--- config.mk ---
export PLATFORM = sky130hd
export DESIGN_NAME = kwh_ctrl
export DESIGN_NICKNAME = d
export VERILOG_FILES = /design/src/rtl/core/kwh_pkg.sv /design/src/rtl/core/kwh_ctrl.sv
export SDC_FILE = /design/constraint.sdc
export NUM_CORES = 1
export LEC_CHECK = 0
export CORE_MARGIN = 2
export CORE_UTILIZATION = 39
export CTS_CLUSTER_SIZE = 10
export DETAILED_ROUTE_END_ITERATION = 10
export DONT_BUFFER_PORTS = 1
export SLEW_MARGIN = 20
export SYNTH_ARGS = -nofsm -noshare
export SYNTH_HDL_FRONTEND = slang
export SYNTH_SLANG_ARGS = --single-unit
--- constraint.sdc ---
create_clock -name i_clk -period 4 [get_ports i_clk]
set_clock_uncertainty 0.1 [all_clocks]
set_input_delay 0 -clock i_clk [delete_from_list [all_inputs] [get_ports i_clk]]
set_output_delay 0 -clock i_clk [all_outputs]
set_load 0.03 [all_outputs]
--- src/rtl/core/kwh_pkg.sv ---
// ---------------------------------------------------------------------------
// kwh_pkg
// Types, constants and helpers shared by the k-mer window hasher modules.
// ---------------------------------------------------------------------------
package kwh_pkg;

    localparam int MAX_KMER = 128;
    localparam int PTR_W    = $clog2(MAX_KMER);
    localparam int KLEN_W   = 8;
    localparam logic [KLEN_W-1:0] KLEN_RESET = 8'd21;
    localparam logic [KLEN_W-1:0] ROLL_MAX_K = 8'd32;

    localparam logic [63:0] MIX_C1   = 64'h87c37b91114253d5;
    localparam logic [63:0] MIX_C2   = 64'h4cf5ad432745937f;
    localparam logic [63:0] FMIX_K1  = 64'hff51afd7ed558ccd;
    localparam logic [63:0] FMIX_K2  = 64'hc4ceb9fe1a85ec53;
    localparam logic [63:0] H1_ADD   = 64'h0000000052dce729;
    localparam logic [63:0] H2_ADD   = 64'h0000000038495ab5;
    localparam logic [63:0] SEED     = 64'd42;

    typedef enum logic [3:0] {
        OP_NOP, OP_ROT, OP_XH, OP_UA, OP_UB, OP_FLEN,
        OP_FA1, OP_FA2, OP_FX, OP_FSH, OP_FH
    } t_op;

    typedef enum logic [1:0] {
        CS_C1, CS_C2, CS_K1, CS_K2
    } t_csel;

    typedef struct packed {
        logic        in_take;
        logic        init;
        logic        clr_x;
        logic        rd_en;
        logic [2:0]  ld_idx;
        logic        mul_go;
        t_csel       csel;
        t_op         op;
        logic        lane;
        logic        out_roll;
        logic        out_mur;
    } t_cmd;

    typedef struct packed {
        logic              take;
        logic              short_k;
        logic [KLEN_W-1:0] ke;
        logic              mul_done;
        logic              out_free;
    } t_sts;

    function automatic logic [1:0] base_code(input logic [7:0] c);
        logic [1:0] v;
        case (c)
            8'h43, 8'h63: v = 2'd1;
            8'h47, 8'h67: v = 2'd2;
            8'h54, 8'h74: v = 2'd3;
            default:      v = 2'd0;
        endcase
        return v;
    endfunction

endpackage

--- src/rtl/core/kwh_ctrl.sv ---
// ---------------------------------------------------------------------------
// kwh_ctrl
// Sequencer: accept, pick the hash, walk the Murmur blocks, tail and finish.
// ---------------------------------------------------------------------------
module kwh_ctrl
    import kwh_pkg::*;
(
    input  logic i_clk,
    input  logic i_rst_n,
    input  logic i_in_valid,
    output logic o_in_ready,
    input  t_sts i_sts,
    output t_cmd o_cmd
);

    typedef enum logic [23:0] {
        S_IDLE     = 24'h000001,
        S_DECIDE   = 24'h000002,
        S_PUT_ROLL = 24'h000004,
        S_INIT     = 24'h000008,
        S_LSET     = 24'h000010,
        S_LOAD     = 24'h000020,
        S_LWAIT    = 24'h000040,
        S_M1       = 24'h000080,
        S_ROT      = 24'h000100,
        S_M2       = 24'h000200,
        S_XH       = 24'h000400,
        S_UA       = 24'h000800,
        S_UB       = 24'h001000,
        S_FLEN     = 24'h002000,
        S_FA1      = 24'h004000,
        S_FA2      = 24'h008000,
        S_FX       = 24'h010000,
        S_FS1      = 24'h020000,
        S_FM1      = 24'h040000,
        S_FS2      = 24'h080000,
        S_FM2      = 24'h100000,
        S_FS3      = 24'h200000,
        S_FH       = 24'h400000,
        S_PUT_MUR  = 24'h800000
    } t_state;

    t_state     r_state, n_state;
    logic       r_lane, n_lane;
    logic       r_tail, n_tail;
    logic [3:0] r_blk, n_blk;
    logic [3:0] r_cnt, n_cnt;
    logic [3:0] r_n, n_n;

    logic [3:0] nblk, rem, first_n, blk_inc;

    assign nblk    = i_sts.ke[7:4];
    assign rem     = i_sts.ke[3:0];
    assign first_n = (rem > 4'd8) ? 4'd8 : rem;
    assign blk_inc = r_blk + 1'b1;

    always_ff @(posedge i_clk) begin
        if (!i_rst_n) begin
            r_state <= S_IDLE;
            r_lane  <= 1'b0;
            r_tail  <= 1'b0;
            r_blk   <= '0;
            r_cnt   <= '0;
            r_n     <= '0;
        end else begin
            r_state <= n_state;
            r_lane  <= n_lane;
            r_tail  <= n_tail;
            r_blk   <= n_blk;
            r_cnt   <= n_cnt;
            r_n     <= n_n;
        end
    end

    always_comb begin
        n_state = r_state;
        n_lane  = r_lane;
        n_tail  = r_tail;
        n_blk   = r_blk;
        n_cnt   = r_cnt;
        n_n     = r_n;
        o_cmd   = '0;
        o_cmd.csel = CS_C1;
        o_cmd.op   = OP_NOP;
        o_cmd.lane = r_lane;
        o_in_ready = 1'b0;

        unique case (r_state)
            S_IDLE: begin
                o_in_ready = 1'b1;
                if (i_in_valid) begin
                    o_cmd.in_take = 1'b1;
                    n_state = S_DECIDE;
                end
            end
            S_DECIDE: begin
                if (!i_sts.take)        n_state = S_IDLE;
                else if (i_sts.short_k) n_state = S_PUT_ROLL;
                else                    n_state = S_INIT;
            end
            S_PUT_ROLL: begin
                if (i_sts.out_free) begin
                    o_cmd.out_roll = 1'b1;
                    n_state = S_IDLE;
                end
            end
            S_INIT: begin
                o_cmd.init = 1'b1;
                n_blk  = '0;
                n_lane = 1'b0;
                n_tail = 1'b0;
                if (nblk != '0) begin
                    n_n = 4'd8;
                    n_state = S_LSET;
                end else if (rem != '0) begin
                    n_tail = 1'b1;
                    n_n = first_n;
                    n_state = S_LSET;
                end else begin
                    n_state = S_FLEN;
                end
            end
            S_LSET: begin
                o_cmd.clr_x = 1'b1;
                n_cnt = '0;
                n_state = S_LOAD;
            end
            S_LOAD: begin
                o_cmd.rd_en  = 1'b1;
                o_cmd.ld_idx = r_cnt[2:0];
                n_cnt = r_cnt + 1'b1;
                if (r_cnt == r_n - 1'b1) n_state = S_LWAIT;
            end
            S_LWAIT: n_state = S_M1;
            S_M1: begin
                o_cmd.mul_go = 1'b1;
                o_cmd.csel   = r_lane ? CS_C2 : CS_C1;
                if (i_sts.mul_done) n_state = S_ROT;
            end
            S_ROT: begin
                o_cmd.op = OP_ROT;
                n_state = S_M2;
            end
            S_M2: begin
                o_cmd.mul_go = 1'b1;
                o_cmd.csel   = r_lane ? CS_C1 : CS_C2;
                if (i_sts.mul_done) n_state = S_XH;
            end
            S_XH: begin
                o_cmd.op = OP_XH;
                if (!r_tail) begin
                    n_state = S_UA;
                end else if (!r_lane && rem > 4'd8) begin
                    n_lane = 1'b1;
                    n_n = rem - 4'd8;
                    n_state = S_LSET;
                end else begin
                    n_state = S_FLEN;
                end
            end
            S_UA: begin
                o_cmd.op = OP_UA;
                n_state = S_UB;
            end
            S_UB: begin
                o_cmd.op = OP_UB;
                if (!r_lane) begin
                    n_lane = 1'b1;
                    n_n = 4'd8;
                    n_state = S_LSET;
                end else begin
                    n_lane = 1'b0;
                    n_blk  = blk_inc;
                    if (blk_inc < nblk) begin
                        n_n = 4'd8;
                        n_state = S_LSET;
                    end else if (rem != '0) begin
                        n_tail = 1'b1;
                        n_n = first_n;
                        n_state = S_LSET;
                    end else begin
                        n_state = S_FLEN;
                    end
                end
            end
            S_FLEN: begin
                o_cmd.op = OP_FLEN;
                n_state = S_FA1;
            end
            S_FA1: begin
                o_cmd.op = OP_FA1;
                n_state = S_FA2;
            end
            S_FA2: begin
                o_cmd.op = OP_FA2;
                n_lane = 1'b0;
                n_state = S_FX;
            end
            S_FX: begin
                o_cmd.op = OP_FX;
                n_state = S_FS1;
            end
            S_FS1: begin
                o_cmd.op = OP_FSH;
                n_state = S_FM1;
            end
            S_FM1: begin
                o_cmd.mul_go = 1'b1;
                o_cmd.csel   = CS_K1;
                if (i_sts.mul_done) n_state = S_FS2;
            end
            S_FS2: begin
                o_cmd.op = OP_FSH;
                n_state = S_FM2;
            end
            S_FM2: begin
                o_cmd.mul_go = 1'b1;
                o_cmd.csel   = CS_K2;
                if (i_sts.mul_done) n_state = S_FS3;
            end
            S_FS3: begin
                o_cmd.op = OP_FSH;
                n_state = S_FH;
            end
            S_FH: begin
                o_cmd.op = OP_FH;
                if (!r_lane) begin
                    n_lane = 1'b1;
                    n_state = S_FX;
                end else begin
                    n_state = S_PUT_MUR;
                end
            end
            S_PUT_MUR: begin
                if (i_sts.out_free) begin
                    o_cmd.out_mur = 1'b1;
                    n_state = S_IDLE;
                end
            end
            default: n_state = S_IDLE;
        endcase
    end

endmodule

==> flow_summary.json <==
{
  "grt_pass1_vias": 2211,
  "final_period_util": 0.882,
  "n_fill_cell": 671,
  "cts-buffers-inserted": 5,
  "clock_tree.buffer_depth": 2,
  "status": "completed",
  "htreeDepth": 2,
  "pin_count": 33,
  "syn-cell-area_um2": 2520,
  "mostFrequentLayoutCell": "sky130_fd_sc_hd__dfxtp_1",
  "hold_crit_class": "in2reg",
  "final_nets": 348,
  "clock_insertion_delay_worst_skew_ps": 300,
  "worstHoldEndpoint": "r_state[16]$_SDFFE_PN0P_",
  "finalSetupViolations": 0,
  "via_per_inst": 5.91,
  "die_width_um": 84.4,
  "grtUsageTotal": 0.199,
  "grt_pass1_wl_um": 11400,
  "remaining_drc_errors": 0,
  "drt.antenna.violating_nets": 0,
  "ys_async_sr_fraction": 0,
  "die_height_um": 84.4,
  "pin_count_of_the_biggest_net_entering_global_routing": 26,
  "criticalPathCategory": "reg2reg",
  "timing.critical_path.slowest_cell_delay_ps": 680,
  "syn2layout_area_growth_pct": 13.0,
  "critical_path_peak_fanout": 8,
  "design.die.area_um2": 7130,
  "synthesis_stage_register_bit_count": 38,
  "wl_met3_um": 322,
  "drt-total-wl_um": 6910,
  "maxSlewHeadroom": 0.408,
  "post_synth_inst_count": 317,
  "synth_cell_type_count": 55,
  "yosys_warnings": 0,
  "timing.critical_path.depth": 9,
  "multi_input_gate_area_in_the_final_layout_um2": 1640,
  "detailedPlacementHpwl_um": 5130,
  "slowest_cell_on_the_critical_path": "sky130_fd_sc_hd__or4_1",
  "tightest_slew_ps": 885,
  "synth_seq_area_share": 0.302,
  "max-cap-violations": 0,
  "worstSetupEndpointType": "register",
  "synth_enable_flop_cells": 0,
  "clkSinkCount": 38,
  "port_buffers": 0,
  "post-synth-top-area-fraction": 0.302,
  "crit_family": "simple AND/OR/NAND/NOR gates",
  "floorplan.initialDensity": 0.400,
  "final.setup.tns_ps": 0,
  "mostFrequentLayoutCells": "sky130_fd_sc_hd__dfxtp_1, sky130_fd_sc_hd__nor2_1, sky130_fd_sc_hd__nand3_1",
  "maxClockFrequency_mhz": 283,
  "detail_route.wirelength.met1_um": 3170,
  "cp_num_buf_inv": 2,
  "syn_area_per_cell_um2": 7.96,
  "power_per_cell_area_nw_per_um2": 377,
  "dr.pass1.iters": 4,
  "leakagePower_nw": 1.16,
  "hold_violations": 0,
  "drt_iter0_drc": 115,
  "gpl_congestion": 0.898,
  "maxUsedRoutingLayer": "met4",
  "rsz0062_at_grt": "false",
  "tritoncts": "yes",
  "final_max_slew_viol_count": 0,
  "holdCritStartpoint": "i_sts[1]",
  "timing.hold.worst_path_depth": 3,
  "worstPathCellList": "or4_1 > nor4_1 > and4_1 > nor3_2 > inv_2 > a221oi_2 > nor2b_2 > o22ai_1 > dlygate4sd3_1",
  "dr_wl_met2_um": 3350,
  "antenna_found_initial": 0,
  "yosys_most_used_dff": "sky130_fd_sc_hd__dfxtp_1",
  "place_area_um2": 2570,
  "worst_setup_hold_path_clk_slew_ps": 80,
  "launching_point_of_the_worst_reg2reg_path": "r_state[8]$_SDFFE_PN0P_",
  "vias": 2393,
  "global_route.overflow_total": 0,
  "fp-row-count": 29,
  "cp_data_arrival_time_ps": 3610,
  "finalCriticalPeriod_ps": 3530,
  "crit-reg2reg-capture": "r_state[0]$_SDFFE_PN1P_",
  "layout.cell_area.non_filler_um2": 2850,
  "peakVddDrop_uv": 216,
  "synthesized_net_count": 338,
  "coreArea_um2": 6310,
  "synth_largest_area_cell": "sky130_fd_sc_hd__dfxtp_1",
  "antenna_cells": 0,
  "critical_path_required_ps": 4090,
  "reg2reg_depth": 9,
  "post_route_cells_drive_above_1_share": 0.0823,
  "yosys-top-cells-area": "sky130_fd_sc_hd__dfxtp_1, sky130_fd_sc_hd__nand3_1, sky130_fd_sc_hd__nor2_1",
  "ff2ff_setup_slack_ps": 470,
  "seqCellArea_um2": 761,
  "routedWlPerCell_um": 17.1,
  "worstSetupStartpointType": "register",
  "cts.root.buffer_cell": "sky130_fd_sc_hd__clkbuf_8"
}
-- where the power goes --
group | internal [mW] | leakage (nW) | switching (mW)
Combinational | 0.0904 | 0.781 | 0.170
Clock | 0.266 | 0.0714 | 0.151
Sequential | 0.388 | 0.306 | 0.0109
Total | 0.745 | 1.16 | 0.331
-- metrics by stage --
| stage | cells | setup WS, ps | hold slack (ps) | total power [mW] | utilization |
|---|---|---|---|---|---|
| after floorplan | 317 | 1220 | -24.2 | 0.603 | - |
| after global placement | 383 | 1040 | -18.2 | 0.643 | 0.407 |
| after detailed placement | 383 | 986 | -14.6 | 0.641 | 0.407 |
| after CTS | 405 | 512 | 24.9 | 1.07 | 0.452 |
| after global routing | 405 | 303 | 33.0 | 1.12 | 0.452 |
| final | 405 | 472 | 33.0 | 1.08 | 0.452 |
-- cell usage after synthesis, types with 5 or more instances --
library cell               instances
sky130_fd_sc_hd__dfxtp_1          38
sky130_fd_sc_hd__nor2_1           27
sky130_fd_sc_hd__nand3_1          24
sky130_fd_sc_hd__nand2_1          18
sky130_fd_sc_hd__nor3_1           16
sky130_fd_sc_hd__inv_1            15
sky130_fd_sc_hd__and3_1           12
sky130_fd_sc_hd__o21ai_0          11
sky130_fd_sc_hd__a21oi_1          10
sky130_fd_sc_hd__nand4_1          10
sky130_fd_sc_hd__nor4b_1          10
sky130_fd_sc_hd__and2_1            8
sky130_fd_sc_hd__xnor2_1           8
sky130_fd_sc_hd__clkbuf_1          6
sky130_fd_sc_hd__ha_1              6
sky130_fd_sc_hd__nand2b_1          5
sky130_fd_sc_hd__nor2b_1           5
sky130_fd_sc_hd__nor3b_1           5
sky130_fd_sc_hd__or3_1             5
sky130_fd_sc_hd__xor2_1            5
-- logic make-up (layout without fill, tap and decap cells) --
| logic type | after synthesis | count (layout) | synth area share |
|---|---|---|---|
| compound gates | 55 | 55 | 0.146 |
| xor+xnor | 13 | 13 | 0.0451 |
| fa+ha+maj | 6 | 6 | 0.0298 |
| buf+inv | 28 | 39 | 0.0466 |
| flops | 38 | 38 | 0.302 |
| mux | 2 | 2 | 0.00794 |
| simple gates | 175 | 175 | 0.423 |
-- worst max-delay path by stage --
| stage | from | end |
|---|---|---|
| after floorplan | r_state[8]$_SDFFE_PN0P_ | o_cmd[1] |
| after global placement | r_state[9]$_SDFFE_PN0P_ | r_state[8]$_SDFFE_PN0P_ |
| after detailed placement | r_state[9]$_SDFFE_PN0P_ | r_state[13]$_SDFFE_PN0P_ |
| after CTS | r_state[8]$_SDFFE_PN0P_ | r_state[0]$_SDFFE_PN1P_ |
| after global routing | r_state[9]$_SDFFE_PN0P_ | r_state[0]$_SDFFE_PN1P_ |
| final | r_state[8]$_SDFFE_PN0P_ | r_state[0]$_SDFFE_PN1P_ |
-- state kept, by name (all words and copies together), names as in the netlist --
name     flops
r_state     24
r_blk        4
r_cnt        4
r_n          4
r_lane       1
r_tail       1
-- worst register-to-register path: cells and delay by family, from the launching register on --
kind	cells	cell delay [ps]
buf+inv	2	740
simple gates	5	1950
flops	1	350
compound gates	2	280
-- area by class of cell --
| type | count | area share |
|---|---|---|
| Multi-Input combinational cell | 251 | 0.577 |
| Sequential cell | 38 | 0.267 |
| Timing Repair Buffer | 15 | 0.0518 |
| Tap cell | 77 | 0.0338 |
| Clock buffer | 6 | 0.0290 |
| Clock inverter | 2 | 0.0211 |
| Inverter | 16 | 0.0211 |
-- timing repair --
| action | in CTS | in global routing |
|---|---|---|
| resized for setup | 0 | 0 |
| hold endpoints to repair | 38 | 0 |
| hold buffers | 14 | 0 |
| setup buffers | 0 | 0 |
-- per-layer routing --
metal,vias up,track usage
li1,1188,-
met1,1154,0.264
met2,43,0.326
met3,8,0.0462
met4,0,0.0577
met5,-,0
Power figures use the tool's default switching activity.
